**src/bass_pkg.sv**
```systemverilog
// Package for the boom angle servo stepper: limits, phase codes and the angle table.
`default_nettype none

package bass_pkg;

	localparam int ADC_WIDTH_DEF = 10;

	localparam int DUTY_W = 12;
	localparam int ANGLE_W = 7;
	localparam int REACH_W = 7;
	localparam int TENTHS_W = 14;
	localparam int FB_OUT_W = 9;
	localparam int CFG_IDX_W = 2;

	localparam logic [DUTY_W-1:0] DUTY_MIN_RST = 12'd1658;
	localparam logic [DUTY_W-1:0] DUTY_MAX_RST = 12'd3870;
	localparam logic [DUTY_W-1:0] DUTY_START_RST = 12'd2500;
	localparam logic [REACH_W-1:0] REACH_RST = 7'd45;
	localparam logic [REACH_W-1:0] REACH_LO = 7'd40;
	localparam logic [REACH_W-1:0] REACH_HI = 7'd100;
	localparam logic [ANGLE_W-1:0] ANGLE_MAX = 7'd70;

	// Feedback offset and scale: trunc((610 - s) / 3) + 25
	localparam int FB_ZERO = 610;
	localparam int FB_OFFSET = 25;
	// ceil(2^13 / 3); exact quotient by 3 for magnitudes below 2^13
	localparam int RECIP3_SHIFT = 13;
	localparam logic [11:0] RECIP3 = 12'd2731;

	// Configuration register indexes
	localparam logic [CFG_IDX_W-1:0] CFG_DUTY_MIN = 2'd0;
	localparam logic [CFG_IDX_W-1:0] CFG_DUTY_MAX = 2'd1;
	localparam logic [CFG_IDX_W-1:0] CFG_DUTY_START = 2'd2;

	// Reported motion codes
	localparam logic [1:0] MOVE_IDLE = 2'd0;
	localparam logic [1:0] MOVE_DOWN = 2'd1;
	localparam logic [1:0] MOVE_UP = 2'd2;

	typedef enum logic [2:0] {
		PH_IDLE = 3'b001,
		PH_DOWN = 3'b010,
		PH_UP   = 3'b100
	} phase_t;

	// trunc(acos(t/120)*180/3.1416) for t = 40 + idx
	function automatic logic [ANGLE_W-1:0] angle_lut(input logic [5:0] idx);
		logic [ANGLE_W-1:0] a;
		case (idx)
			6'd0, 6'd1:                 a = 7'd70;
			6'd2, 6'd3:                 a = 7'd69;
			6'd4:                       a = 7'd68;
			6'd5, 6'd6:                 a = 7'd67;
			6'd7, 6'd8:                 a = 7'd66;
			6'd9, 6'd10:                a = 7'd65;
			6'd11, 6'd12:               a = 7'd64;
			6'd13, 6'd14:               a = 7'd63;
			6'd15, 6'd16:               a = 7'd62;
			6'd17, 6'd18:               a = 7'd61;
			6'd19:                      a = 7'd60;
			6'd20, 6'd21:               a = 7'd59;
			6'd22, 6'd23:               a = 7'd58;
			6'd24, 6'd25:               a = 7'd57;
			6'd26, 6'd27:               a = 7'd56;
			6'd28:                      a = 7'd55;
			6'd29, 6'd30:               a = 7'd54;
			6'd31, 6'd32:               a = 7'd53;
			6'd33:                      a = 7'd52;
			6'd34, 6'd35:               a = 7'd51;
			6'd36, 6'd37:               a = 7'd50;
			6'd38:                      a = 7'd49;
			6'd39, 6'd40:               a = 7'd48;
			6'd41:                      a = 7'd47;
			6'd42, 6'd43:               a = 7'd46;
			6'd44:                      a = 7'd45;
			6'd45, 6'd46:               a = 7'd44;
			6'd47:                      a = 7'd43;
			6'd48, 6'd49:               a = 7'd42;
			6'd50:                      a = 7'd41;
			6'd51:                      a = 7'd40;
			6'd52, 6'd53:               a = 7'd39;
			6'd54:                      a = 7'd38;
			6'd55:                      a = 7'd37;
			6'd56, 6'd57:               a = 7'd36;
			6'd58:                      a = 7'd35;
			6'd59:                      a = 7'd34;
			default:                    a = 7'd33;
		endcase
		return a;
	endfunction

endpackage

`default_nettype wire

```
**src/boom_angle_servo_stepper.sv**
```systemverilog
// Boom angle servo stepper: sample register, one-pass duty update, result register.
`default_nettype none

// Channel   Handshake             Payload
// in        in_valid / in_ready   adc_sample, target_tenths, target_present, cmd
// out       out_valid / out_ready duty, feedback_angle, target_angle, moving
// cfg       cfg_we (no wait)      cfg_index, cfg_data
//
// One item per cycle unless out_ready stalls; items pass sample then result register.
// The rate is set by the single pass from the sample register through the feedback
// divide-by-three (one reciprocal multiply) and the duty step into the result register.
// Reset loads the register defaults, puts the stepper idle and presets the duty.
// A stalled result holds in its register while the sample register still takes one
// more item; the input side stops only when both are full.

module boom_angle_servo_stepper
	import bass_pkg::*;
#(
	parameter int ADC_WIDTH = ADC_WIDTH_DEF
) (
	input  wire logic                   clk,
	input  wire logic                   arst_n,

	input  wire logic                   in_valid,
	output logic                        in_ready,
	input  wire logic [ADC_WIDTH-1:0]   adc_sample,
	input  wire logic [TENTHS_W-1:0]    target_tenths,
	input  wire logic                   target_present,
	input  wire logic                   cmd,

	output logic                        out_valid,
	input  wire logic                   out_ready,
	output logic [DUTY_W-1:0]           duty,
	output logic signed [FB_OUT_W-1:0]  feedback_angle,
	output logic [ANGLE_W-1:0]          target_angle,
	output logic [1:0]                  moving,

	input  wire logic                   cfg_we,
	input  wire logic [CFG_IDX_W-1:0]   cfg_index,
	input  wire logic [DUTY_W-1:0]      cfg_data
);

	// Sample magnitude width: room for the sample and for the 610 offset
	localparam int SW = ((ADC_WIDTH > 10) ? ADC_WIDTH : 10) + 1;
	localparam int PW = SW + 12;

	// Configuration
	logic [DUTY_W-1:0] duty_min_q, duty_max_q;

	// Stepper state
	phase_t             phase_q;
	logic [DUTY_W-1:0]  duty_count_q;
	logic [ANGLE_W-1:0] goal_q;
	logic [REACH_W-1:0] reach_cur_q, reach_done_q;

	// Sample register
	logic                 valid_s1;
	logic [ADC_WIDTH-1:0] adc_s1;
	logic [TENTHS_W-1:0]  tenths_s1;
	logic                 present_s1;
	logic                 cmd_s1;

	// Result register
	logic                       out_valid_q;
	logic [DUTY_W-1:0]          duty_q;
	logic signed [FB_OUT_W-1:0] fb_q;
	logic [ANGLE_W-1:0]         angle_q;
	logic [1:0]                 moving_q;

	logic advance, step_en;

	assign advance  = !out_valid_q || out_ready;
	assign step_en  = valid_s1 && advance;
	assign in_ready = !valid_s1 || advance;

	// Feedback angle: truncate toward zero by dividing the magnitude
	logic signed [SW:0]  diff;
	logic [SW-1:0]       mag;
	logic [PW-1:0]       prod;
	logic [SW-2:0]       quot;
	logic signed [SW:0]  quot_s, fb;
	logic signed [SW:0]  goal_s;

	always_comb begin
		diff   = signed'((SW+1)'(FB_ZERO)) - signed'({{(SW+1-ADC_WIDTH){1'b0}}, adc_s1});
		mag    = diff[SW] ? SW'(-diff) : diff[SW-1:0];
		prod   = PW'(mag) * PW'(RECIP3);
		quot   = prod[RECIP3_SHIFT +: (SW-1)];
		quot_s = signed'({2'b00, quot});
		fb     = (diff[SW] ? -quot_s : quot_s) + signed'((SW+1)'(FB_OFFSET));
	end

	// Next state for the item in the sample register
	phase_t             ph_n;
	logic [DUTY_W-1:0]  duty_n;
	logic [ANGLE_W-1:0] goal_n;
	logic [REACH_W-1:0] reach_cur_n, reach_done_n;
	logic [REACH_W-1:0] reach_idx;
	logic               blocked, start;
	logic [DUTY_W:0]    duty_up;
	logic [1:0]         moving_n;

	always_comb begin
		ph_n         = phase_q;
		duty_n       = duty_count_q;
		goal_n       = goal_q;
		reach_cur_n  = reach_cur_q;
		reach_done_n = reach_done_q;
		blocked      = 1'b0;
		start        = 1'b0;
		reach_idx    = '0;

		// Idle: take a new reach and maybe start a move
		if (phase_q == PH_IDLE) begin
			if (present_s1) begin
				reach_cur_n = (tenths_s1 >= TENTHS_W'(REACH_LO) &&
					tenths_s1 <= TENTHS_W'(REACH_HI)) ? tenths_s1[REACH_W-1:0]
					: reach_done_q;
				blocked = (reach_cur_n == reach_done_q);
			end
			start = cmd_s1 && !blocked;
		end

		if (reach_cur_n < REACH_LO) begin
			reach_idx = '0;
		end else if (reach_cur_n > REACH_HI) begin
			reach_idx = REACH_HI - REACH_LO;
		end else begin
			reach_idx = reach_cur_n - REACH_LO;
		end

		if (start) begin
			goal_n = angle_lut(reach_idx[5:0]);
			ph_n   = PH_DOWN;
		end

		goal_s = signed'({{(SW+1-ANGLE_W){1'b0}}, goal_n});

		// Down phase: step down while above, else fall through to up
		if (ph_n == PH_DOWN) begin
			if (fb > goal_s) begin
				if (duty_count_q == '0 || (duty_count_q - 1'b1) < duty_min_q) begin
					duty_n = duty_min_q;
				end else begin
					duty_n = duty_count_q - 1'b1;
				end
			end else begin
				ph_n = PH_UP;
			end
		end

		// Up phase: step up while below, else end the move
		duty_up = {1'b0, duty_n} + 1'b1;
		if (ph_n == PH_UP) begin
			if (fb < goal_s) begin
				duty_n = (duty_up > {1'b0, duty_max_q}) ? duty_max_q : duty_up[DUTY_W-1:0];
			end else begin
				ph_n         = PH_IDLE;
				reach_done_n = reach_cur_n;
			end
		end

		case (ph_n)
			PH_DOWN: moving_n = MOVE_DOWN;
			PH_UP:   moving_n = MOVE_UP;
			default: moving_n = MOVE_IDLE;
		endcase
	end

	// Configuration registers and stepper state
	always_ff @(posedge clk or negedge arst_n) begin
		if (!arst_n) begin
			duty_min_q   <= DUTY_MIN_RST;
			duty_max_q   <= DUTY_MAX_RST;
			phase_q      <= PH_IDLE;
			duty_count_q <= DUTY_START_RST;
			goal_q       <= '0;
			reach_cur_q  <= REACH_RST;
			reach_done_q <= REACH_RST;
		end else begin
			if (step_en) begin
				phase_q      <= ph_n;
				duty_count_q <= duty_n;
				goal_q       <= goal_n;
				reach_cur_q  <= reach_cur_n;
				reach_done_q <= reach_done_n;
			end
			// The user must write only while idle, unchecked; duty_start writes preset the duty
			if (cfg_we) begin
				case (cfg_index)
					CFG_DUTY_MIN:   duty_min_q <= cfg_data;
					CFG_DUTY_MAX:   duty_max_q <= cfg_data;
					CFG_DUTY_START: duty_count_q <= cfg_data;
					default: ;
				endcase
			end
		end
	end

	// Sample register: load on transfer, drain when the result register frees
	always_ff @(posedge clk or negedge arst_n) begin
		if (!arst_n) begin
			valid_s1 <= 1'b0;
		end else if (in_ready) begin
			valid_s1 <= in_valid;
		end
	end

	always_ff @(posedge clk) begin
		if (in_valid && in_ready) begin
			adc_s1     <= adc_sample;
			tenths_s1  <= target_tenths;
			present_s1 <= target_present;
			cmd_s1     <= cmd;
		end
	end

	// Result register
	always_ff @(posedge clk or negedge arst_n) begin
		if (!arst_n) begin
			out_valid_q <= 1'b0;
		end else if (advance) begin
			out_valid_q <= valid_s1;
		end
	end

	always_ff @(posedge clk) begin
		if (step_en) begin
			duty_q   <= duty_n;
			fb_q     <= fb[FB_OUT_W-1:0];
			angle_q  <= goal_n;
			moving_q <= moving_n;
		end
	end

	assign out_valid      = out_valid_q;
	assign duty           = duty_q;
	assign feedback_angle = fb_q;
	assign target_angle   = angle_q;
	assign moving         = moving_q;

	// An idle stepper with no move request stays idle
	a_idle_holds: assert property (@(posedge clk) disable iff (!arst_n)
		step_en && phase_q == PH_IDLE && !cmd_s1 |=> phase_q == PH_IDLE)
		else $error("stepper left idle without a move request");

	// The input side never stalls while the result register is empty
	a_ready_free: assert property (@(posedge clk) disable iff (!arst_n)
		!out_valid_q |-> in_ready)
		else $error("input stalled with an empty result register");

	// Goal angles come only from the table
	a_goal_range: assert property (@(posedge clk) disable iff (!arst_n)
		goal_q <= ANGLE_MAX)
		else $error("goal angle outside the table range");

endmodule

`default_nettype wire
```
**config.mk**
```make
export PLATFORM = sky130hd
export DESIGN_NAME = boom_angle_servo_stepper
export DESIGN_NICKNAME = d
export VERILOG_FILES = /design/src/bass_pkg.sv /design/src/boom_angle_servo_stepper.sv
export SDC_FILE = /design/constraint.sdc
export NUM_CORES = 1
export LEC_CHECK = 0
export BUFFER_PORTS_ARGS = -buffer_cell sky130_fd_sc_hd__buf_2
export CAP_MARGIN = 0
export CORE_UTILIZATION = 60
export DETAILED_ROUTE_END_ITERATION = 12
export PLACE_DENSITY_LB_ADDON = 0.15
export RECOVER_POWER = 25
export SKIP_CTS_REPAIR_TIMING = 1
export SYNTH_ARGS = -nofsm -noshare
export SYNTH_HDL_FRONTEND = slang
export SYNTH_SLANG_ARGS = --single-unit
```
**constraint.sdc**
```tcl
create_clock -name clk -period 39.7 [get_ports clk]
set_input_delay 7.94 -clock clk [delete_from_list [all_inputs] [get_ports clk]]
set_output_delay 7.94 -clock clk [all_outputs]
set_load 0.01 [all_outputs]
```
==> results of run 1 <==
-- worst paths after layout --
kind | startpoint | slack (ns) | cells after the start | to
max | out_ready | 23.39 | 3 | in_ready
min in group asynchronous | arst_n | 8.79 | 2 | duty_count_q[9]$_DFF_PN0_
min | reach_cur_q[0]$_DFFE_PN1P_ | 0.47 | 2 | reach_cur_q[0]$_DFFE_PN1P_
max reg2reg | adc_s1[0]$_DFFE_PP_ | 24.68 | 60 | duty_count_q[7]$_DFF_PN1_
min reg2reg | reach_cur_q[0]$_DFFE_PN1P_ | 0.47 | 2 | reach_cur_q[0]$_DFFE_PN1P_
max in group asynchronous | arst_n | 28.88 | 2 | duty_max_q[6]$_DFFE_PN0P_
-- worst min-delay path, stage by stage, from the launching register on --
cell,delay [ns]
dfstp_2,0.37
nand2_1,0.05
nand2_1,0.05
-- cell families after synthesis --
family / after synthesis
AO/OA/AOI/OAI: 304
XOR/XNOR: 58
adder cells (fa/ha/maj): 153
buffers and inverters: 169
flip-flops: 118
multiplexers: 76
other: 2
AND/OR/NAND/NOR: 342
-- cell usage in the layout, fill, tap and decap left out, types with 7 or more instances in the layout --
cell type and n:
and3_1 11, fa_1 33, dfstp_2 29, nor2b_1 8, a31oi_1 10, o21a_1 20, a21oi_1 53, xnor2_1 32
o21ai_0 81, edfxtp_1 56, xor2_1 24, buf_2 76, a211oi_1 7, nor2_1 59, and4_1 10, nand3_1 26
nand2b_1 11, and2_1 12, nor3_1 24, inv_1 122, clkbuf_16 17, mux2_2 30, o211ai_1 17, o31ai_1 8
or2_2 8, nand4_1 19, nand2_1 114, nor4_1 11, buf_4 8, ha_1 120, a21o_1 20, dfrtp_1 33
mux2i_1 43
-- sequential cells by signal, indices dropped and copies added, names as in the netlist --
signal / cells
duty: 12
reach_cur_q: 7
duty_min_q: 12
duty_count_q: 12
moving: 2
target_angle: 7
duty_max_q: 12
valid_s1: 1
phase_q: 3
tenths_s1: 14
feedback_angle: 9
reach_done_q: 7
goal_q: 7
cmd_s1: 1
out_valid: 1
present_s1: 1
adc_s1: 10
-- metal layers --
metal	share of wire, %	GRT usage [%]
met5	0	0
met4	2.6	10.5
met3	6.0	4.90
met2	45	45.8
met1	46	40.2
-- area by class of cell --
| class | instances | area (sq um) |
|---|---|---|
| clock buffer | 17 | 425 |
| clock inverter | 15 | 169 |
| fill | 1491 | 5810 |
| inverter | 125 | 474 |
| multi-input combinational | 936 | 7330 |
| sequential | 118 | 3270 |
| tap | 229 | 287 |
| timing repair buffer | 86 | 448 |
-- stage by stage --
| stage | hold WS [ns] | instances | util (%) | setup slack [ns] |
|---|---|---|---|---|
| after floorplan | 0.439 | 1223 | - | 23.61 |
| after global placement | 0.451 | 1494 | 64.9 | 23.40 |
| after detailed placement | 0.457 | 1494 | 64.9 | 23.39 |
| after CTS | 0.468 | 1526 | 68.2 | 23.39 |
| after global routing | 0.499 | 1526 | 68.1 | 23.37 |
| final | 0.466 | 1526 | 68.1 | 23.39 |
==> results.sh, run 1 <==
export IMPL_outcome="finished with violations"
export IMPL_violations="design-rule violations, max-capacitance violations, max-slew violations"
export IMPL_yosys_warnings=0
export IMPL_synth_top_family_by_area="adder cells"
export IMPL_grt_max_degree=63
export IMPL_synth_mux_area_share_pct=7.26
export IMPL_criticalPathCategory="in2out"
export IMPL_cp_max_fo=3
export IMPL_final_area_sq_um=12400
export IMPL_grt_pass1_wl_mm=45.0
export IMPL_cts_tree="done"
export IMPL_cp_required_ns=31.76
export IMPL_crit_top_cell="buf_2"
export IMPL_routedWlPerCell_um=17.5
export IMPL_synth_most_common_cell="inv_1"
export IMPL_synth_largest_area_cell="edfxtp_1"
export IMPL_viasPerCell=6.07
export IMPL_row_count=49
export IMPL_ioPinCount=77
export IMPL_fin_crit_ns=16.31
export IMPL_cp_num_buf_inv=2
export IMPL_slowest_stage="nand3b_1"
export IMPL_yosys_area_share_simple_pct=15.2
export IMPL_ys_types=92
export IMPL_synth_fa_ha_area_share_pct=19.2
export IMPL_synthXorXnorAreaFrac_pct=4.63
export IMPL_antenna_found_initial=0
export IMPL_dieArea_sq_um=19400
export IMPL_worstPathCellList="buf_2, nand3b_1, buf_2"
export IMPL_drc_errors=5
export IMPL_tightestPinTransition_ns=3.51
export IMPL_portBuffers=76
export IMPL_synth_area_top_cells="edfxtp_1, ha_1, dfrtp_1"
export IMPL_ys_seq_area_share_pct=29.0
export IMPL_start_kind="primary input"
export IMPL_cts_buffers=17
export IMPL_syn_area_sq_um=11300
export IMPL_insertion_delay_ns=0.43
export IMPL_critPathTopFamily="buffers and inverters"
export IMPL_grt_total_usage_pct=29.0
export IMPL_n_antenna_cell=0
export IMPL_clockBufferDepth=2
export IMPL_fin_worst_skew_ns=0.0140
export IMPL_dp_hpwl_mm=19.9
export IMPL_rsz0062_at_grt="false"
export IMPL_grt_pass1_vias=8959
export IMPL_yosys_top_cells_count="inv_1, ha_1, nand2_1"
export IMPL_cap_violations=1
export IMPL_initial_core_util_pct=62.0
export IMPL_relSlewSlack_pct=-134
export IMPL_netlist_area_leader_share_pct=14.9
export IMPL_crit_arrival_ns=8.37
export IMPL_max_stage_delay_ns=0.17
export IMPL_num_vias=9270
export IMPL_clock_fmax_ghz=0.0613
export IMPL_h_tree_depth=4
export IMPL_ant_nets=0
export IMPL_cts_sinks=118
export IMPL_synth_compound_area_share_pct=18.5
export IMPL_finalSetupViolCount=0
export IMPL_min_period_over_period_pct=41.1
export IMPL_placed_area_sq_um=11800
export IMPL_hold_viol_final=0
export IMPL_die_x_um=139
export IMPL_core_sq_um=18200
export IMPL_netlist_instances=1222
export IMPL_routed_wl_mm=26.7
export IMPL_setup_tns_ns=0
export IMPL_num_nets_final=1482
export IMPL_clkSlewWorstSetupHoldPaths_ns=0.06
export IMPL_dieHeight_um=139
export IMPL_syn_to_final_growth_pct=9.89
export IMPL_layout_drive_gt1_share_pct=16.0
export IMPL_drtPass1Iterations=11
export IMPL_ys_seq_elements=118
export IMPL_endpoint_kind="output pin"
export IMPL_hold_class="reg2reg"
export IMPL_gp_congestion=0.908
export IMPL_synth_edf_count=56
export IMPL_drt_iter0_markers=699
export IMPL_ys_async_sr_fraction_pct=52.5
export IMPL_slew_violations=63
export IMPL_cts_root_buf="clkbuf_16"
export IMPL_synth_ff_type="edfxtp_1"
export IMPL_synth_avg_cell_area_sq_um=9.24
export IMPL_grt_overflow=0
Power of run 1 is left out: the tool's default activity adds up to more than one toggle a clock period on the data nets, which glitch-free logic cannot reach.
==> inputs of run 2 (changes only) <==
--- a/config.mk
+++ b/config.mk
@@ -7,7 +7,7 @@
 export LEC_CHECK = 0
 export BUFFER_PORTS_ARGS = -buffer_cell sky130_fd_sc_hd__buf_2
 export CAP_MARGIN = 0
-export CORE_UTILIZATION = 60
+export CORE_UTILIZATION = 57
 export DETAILED_ROUTE_END_ITERATION = 12
 export PLACE_DENSITY_LB_ADDON = 0.15
 export RECOVER_POWER = 25
==> constraint.sdc (replaced) <==
create_clock -name clk -period 14.9 [get_ports clk]
set_input_delay 2.98 -clock clk [delete_from_list [all_inputs] [get_ports clk]]
set_output_delay 2.98 -clock clk [all_outputs]
set_load 0.01 [all_outputs]
==> results.sh, run 2 (same netlist as run 1, synthesis figures left out) <==
export IMPL_viasPerCell=5.94
export IMPL_cp_max_fo=19
export IMPL_criticalPathCategory="reg2reg"
export IMPL_num_nets_final=1488
export IMPL_cts_sinks=118
export IMPL_core_sq_um=19500
export IMPL_mostFrequentLayoutCell="inv_1"
export IMPL_finalSetupViolCount=0
export IMPL_relSlewSlack_pct=-140
export IMPL_antenna_found_initial=0
export IMPL_n_antenna_cell=0
export IMPL_violations="max-capacitance violations, max-slew violations"
export IMPL_worst_slack_ns=0.868
export IMPL_dieHeight_um=143
export IMPL_crit_top_cell="ha_1"
export IMPL_fin_crit_ns=14.03
export IMPL_syn_to_final_growth_pct=10.8
export IMPL_regMostFlops="tenths_s1"
export IMPL_clock_fmax_ghz=0.0713
export IMPL_outcome="finished with violations"
export IMPL_routed_wl_mm=27.9
export IMPL_dp_hpwl_mm=21.4
export IMPL_h_tree_depth=4
export IMPL_setup_tns_ns=0
export IMPL_num_vias=9321
export IMPL_routedWlPerCell_um=17.8
export IMPL_rsz0062_at_grt="false"
export IMPL_min_period_over_period_pct=94.2
export IMPL_cts_tree="done"
export IMPL_ioPinCount=77
export IMPL_grt_max_degree=63
export IMPL_cts_root_buf="clkbuf_16"
export IMPL_gp_congestion=0.918
export IMPL_endpoint_kind="register"
export IMPL_cp_required_ns=15.07
export IMPL_portBuffers=76
export IMPL_cts_buffers=17
export IMPL_cap_violations=1
export IMPL_clockBufferDepth=2
export IMPL_clkSlewWorstSetupHoldPaths_ns=0.06
export IMPL_largest_reg_flops=14
export IMPL_max_stage_delay_ns=0.54
export IMPL_hold_class="reg2reg"
export IMPL_hold_viol_final=0
export IMPL_insertion_delay_ns=0.43
export IMPL_grt_overflow=0
export IMPL_critPathTopFamily="adder cells"
export IMPL_grt_pass1_vias=8832
export IMPL_drtPass1Iterations=5
export IMPL_slew_violations=63
export IMPL_crit_arrival_ns=14.20
export IMPL_fin_worst_skew_ns=0.0198
export IMPL_cp_num_buf_inv=7
export IMPL_grt_pass1_wl_mm=45.0
export IMPL_die_x_um=143
export IMPL_layout_common_cells="inv_1, ha_1, nand2_1"
export IMPL_slowest_stage="fa_1"
export IMPL_grt_total_usage_pct=28.6
export IMPL_start_kind="register"
export IMPL_row_count=51
export IMPL_drc_errors=0
export IMPL_tightestPinTransition_ns=3.61
export IMPL_initial_core_util_pct=58.0
export IMPL_ant_nets=0
export IMPL_dieArea_sq_um=20400
export IMPL_drt_iter0_markers=570
export IMPL_layout_drive_gt1_share_pct=16.6
export IMPL_dp_slack_ns=0.707
export IMPL_fin_util_pct=64.2
run 2: cell types whose count changed in the layout (fill, tap and decap cells not counted), sizes merged:
| cell | before | now |
|---|---|---|
| clkbuf | 19 | 20 |
| inv | 131 | 130 |
| buf | 84 | 89 |
| clkinvlp | 2 | 4 |
| clkinv | 5 | 4 |
run 2: layer usage:
layer	track usage (%)	wire length (um)
met5	0	0
met4	8.83	525
met3	4.83	1530
met2	47.2	13100
met1	38.3	12800
run 2: cell type report:
cell class | instances | area, sq um
Fill cell | 1652 | 6960
Tap cell | 265 | 332
Multi-Input combinational cell | 936 | 7340
Timing Repair Buffer | 92 | 492
Sequential cell | 118 | 3270
Clock buffer | 17 | 425
Inverter | 125 | 474
Clock inverter | 15 | 168
run 2: per-stage QoR:
step                hold WS [ns]  std cells  cell area, sq um
floorplan                  0.439       1223             11300
global placement           0.450       1533             11900
detailed placement         0.454       1533             11900
CTS                        0.465       1565             12500
global route               0.493       1568             12500
finish                     0.463       1568             12500
run 2: final timing paths:
check	slack, ns	start	to	cells past startpoint
setup / recovery	0.87	adc_s1[0]$_DFFE_PP_	duty[8]$_DFFE_PP_	60
setup reg to reg	0.87	adc_s1[0]$_DFFE_PP_	duty[8]$_DFFE_PP_	60
min in group asynchronous	3.89	arst_n	duty_count_q[3]$_DFF_PN0_	2
max in group asynchronous	8.96	arst_n	goal_q[5]$_DFFE_PN0P_	2
hold / removal	0.46	reach_cur_q[0]$_DFFE_PN1P_	reach_cur_q[0]$_DFFE_PN1P_	2
hold reg to reg	0.46	reach_cur_q[0]$_DFFE_PN1P_	reach_cur_q[0]$_DFFE_PN1P_	2
run 2: worst min-delay path, stage by stage, from the launching register on:
cell and delay (ns):
dfstp_2 0.37, nand2_1 0.05, nand2_1 0.05
Power of run 2 is left out for the same reason.
==> inputs of run 3 (changes only) <==
--- a/config.mk
+++ b/config.mk
@@ -7,7 +7,7 @@
 export LEC_CHECK = 0
 export BUFFER_PORTS_ARGS = -buffer_cell sky130_fd_sc_hd__buf_2
 export CAP_MARGIN = 0
-export CORE_UTILIZATION = 57
+export CORE_UTILIZATION = 40
 export DETAILED_ROUTE_END_ITERATION = 12
 export PLACE_DENSITY_LB_ADDON = 0.15
 export RECOVER_POWER = 25
==> results.sh, run 3 (same netlist as run 1, synthesis figures left out) <==
export IMPL_regMostFlops="tenths_s1"
export IMPL_viasPerCell=5.43
export IMPL_grt_pass1_wl_mm=47.7
export IMPL_setup_tns_ns=0
export IMPL_rsz0062_at_grt="false"
export IMPL_slowest_stage="fa_1"
export IMPL_layout_drive_gt1_share_pct=16.6
export IMPL_portBuffers=76
export IMPL_outcome="finished with violations"
export IMPL_dp_hpwl_mm=22.5
export IMPL_relSlewSlack_pct=-140
export IMPL_clkSlewWorstSetupHoldPaths_ns=0.06
export IMPL_num_vias=9143
export IMPL_tightestPinTransition_ns=3.60
export IMPL_ant_nets=0
export IMPL_finalSetupViolCount=0
export IMPL_dieHeight_um=170
export IMPL_dieArea_sq_um=28900
export IMPL_clockBufferDepth=2
export IMPL_grt_pass1_vias=8984
export IMPL_core_sq_um=27800
export IMPL_hold_class="reg2reg"
export IMPL_cap_violations=1
export IMPL_crit_top_cell="ha_1"
export IMPL_grt_overflow=0
export IMPL_antenna_found_initial=0
export IMPL_drc_errors=2
export IMPL_initial_core_util_pct=40.6
export IMPL_slew_violations=63
export IMPL_routed_wl_mm=28.9
export IMPL_start_kind="register"
export IMPL_max_stage_delay_ns=0.56
export IMPL_cts_buffers=17
export IMPL_cts_root_buf="clkbuf_16"
export IMPL_insertion_delay_ns=0.43
export IMPL_cp_max_fo=19
export IMPL_clock_fmax_ghz=0.0718
export IMPL_layout_common_cells="inv_1, ha_1, nand2_1"
export IMPL_drt_iter0_markers=514
export IMPL_num_nets_final=1490
export IMPL_grt_total_usage_pct=21.1
export IMPL_criticalPathCategory="reg2reg"
export IMPL_crit_arrival_ns=14.10
export IMPL_fin_worst_skew_ns=0.00842
export IMPL_gp_congestion=0.888
export IMPL_row_count=61
export IMPL_die_x_um=170
export IMPL_h_tree_depth=4
export IMPL_fin_crit_ns=13.92
export IMPL_min_period_over_period_pct=93.5
export IMPL_n_antenna_cell=0
export IMPL_drtPass1Iterations=9
export IMPL_endpoint_kind="register"
export IMPL_hold_viol_final=0
export IMPL_num_fill_cells=2724
export IMPL_syn_to_final_growth_pct=12.5
export IMPL_routedWlPerCell_um=17.2
export IMPL_grt_max_degree=63
export IMPL_violations="design-rule violations, max-capacitance violations, max-slew violations"
export IMPL_mostFrequentLayoutCell="inv_1"
export IMPL_cp_required_ns=15.08
export IMPL_cts_sinks=118
export IMPL_largest_reg_flops=14
export IMPL_ioPinCount=77
export IMPL_cts_tree="done"
[run 3: metal layers]
metal / part of all wire, % / up-vias / wire length, um / global-route usage, %
li1: - / 4581 / - / -
met3: 3.6 / 36 / 1050 / 2.74
met2: 46 / 201 / 13100 / 33.7
met4: 2.1 / 0 / 609 / 6.93
met1: 49 / 4325 / 14100 / 29.4
met5: 0 / - / 0 / 0
[run 3: per-stage QoR]
step                hold slack [ns]  instance area (sq um)  cells  utilization (%)  worst slack, ns
floorplan                     0.439                  11300   1223                -             1.56
global placement              0.451                  12000   1649             43.4            0.889
detailed placement            0.450                  12000   1649             43.4            0.555
CTS                           0.460                  12700   1681             45.6            0.503
global route                  0.481                  12700   1683             45.7           0.0107
finish                        0.460                  12700   1683             45.7            0.975
[run 3: final timing paths]
| kind | endpoint | slack [ns] | startpoint | depth (start not counted) |
|---|---|---|---|---|
| setup / recovery | duty[8]$_DFFE_PP_ | 0.98 | adc_s1[0]$_DFFE_PP_ | 59 |
| hold / removal | reach_cur_q[0]$_DFFE_PN1P_ | 0.46 | reach_cur_q[0]$_DFFE_PN1P_ | 2 |
| setup reg to reg | duty[8]$_DFFE_PP_ | 0.98 | adc_s1[0]$_DFFE_PP_ | 59 |
| hold reg to reg | reach_cur_q[0]$_DFFE_PN1P_ | 0.46 | reach_cur_q[0]$_DFFE_PN1P_ | 2 |
| max in group asynchronous | valid_s1$_DFFE_PN0N_ | 8.97 | arst_n | 2 |
| min in group asynchronous | duty_count_q[3]$_DFF_PN0_ | 3.87 | arst_n | 2 |
[run 3: critical path, delay by kind of cell, from the launching register on]
family / cells / cell delay, ns
adder cells (fa/ha/maj): 12 / 4.54
AO/OA/AOI/OAI: 20 / 4.04
AND/OR/NAND/NOR: 17 / 3.12
buffers and inverters: 7 / 0.70
XOR/XNOR: 2 / 0.61
flip-flops: 1 / 0.39
multiplexers: 1 / 0.26
[run 3: cell type report]
| cell class | instances | area, sq um | area share, % |
|---|---|---|---|
| multi-input cells | 936 | 7340 | 57.8 |
| flip-flops and latches | 118 | 3270 | 25.8 |
| repair buffers | 94 | 507 | 3.99 |
| inverters | 125 | 474 | 3.74 |
| well taps | 378 | 473 | 3.73 |
| clock buffers | 17 | 425 | 3.35 |
| clock inverters | 15 | 204 | 1.61 |
Power of run 3 is left out for the same reason.
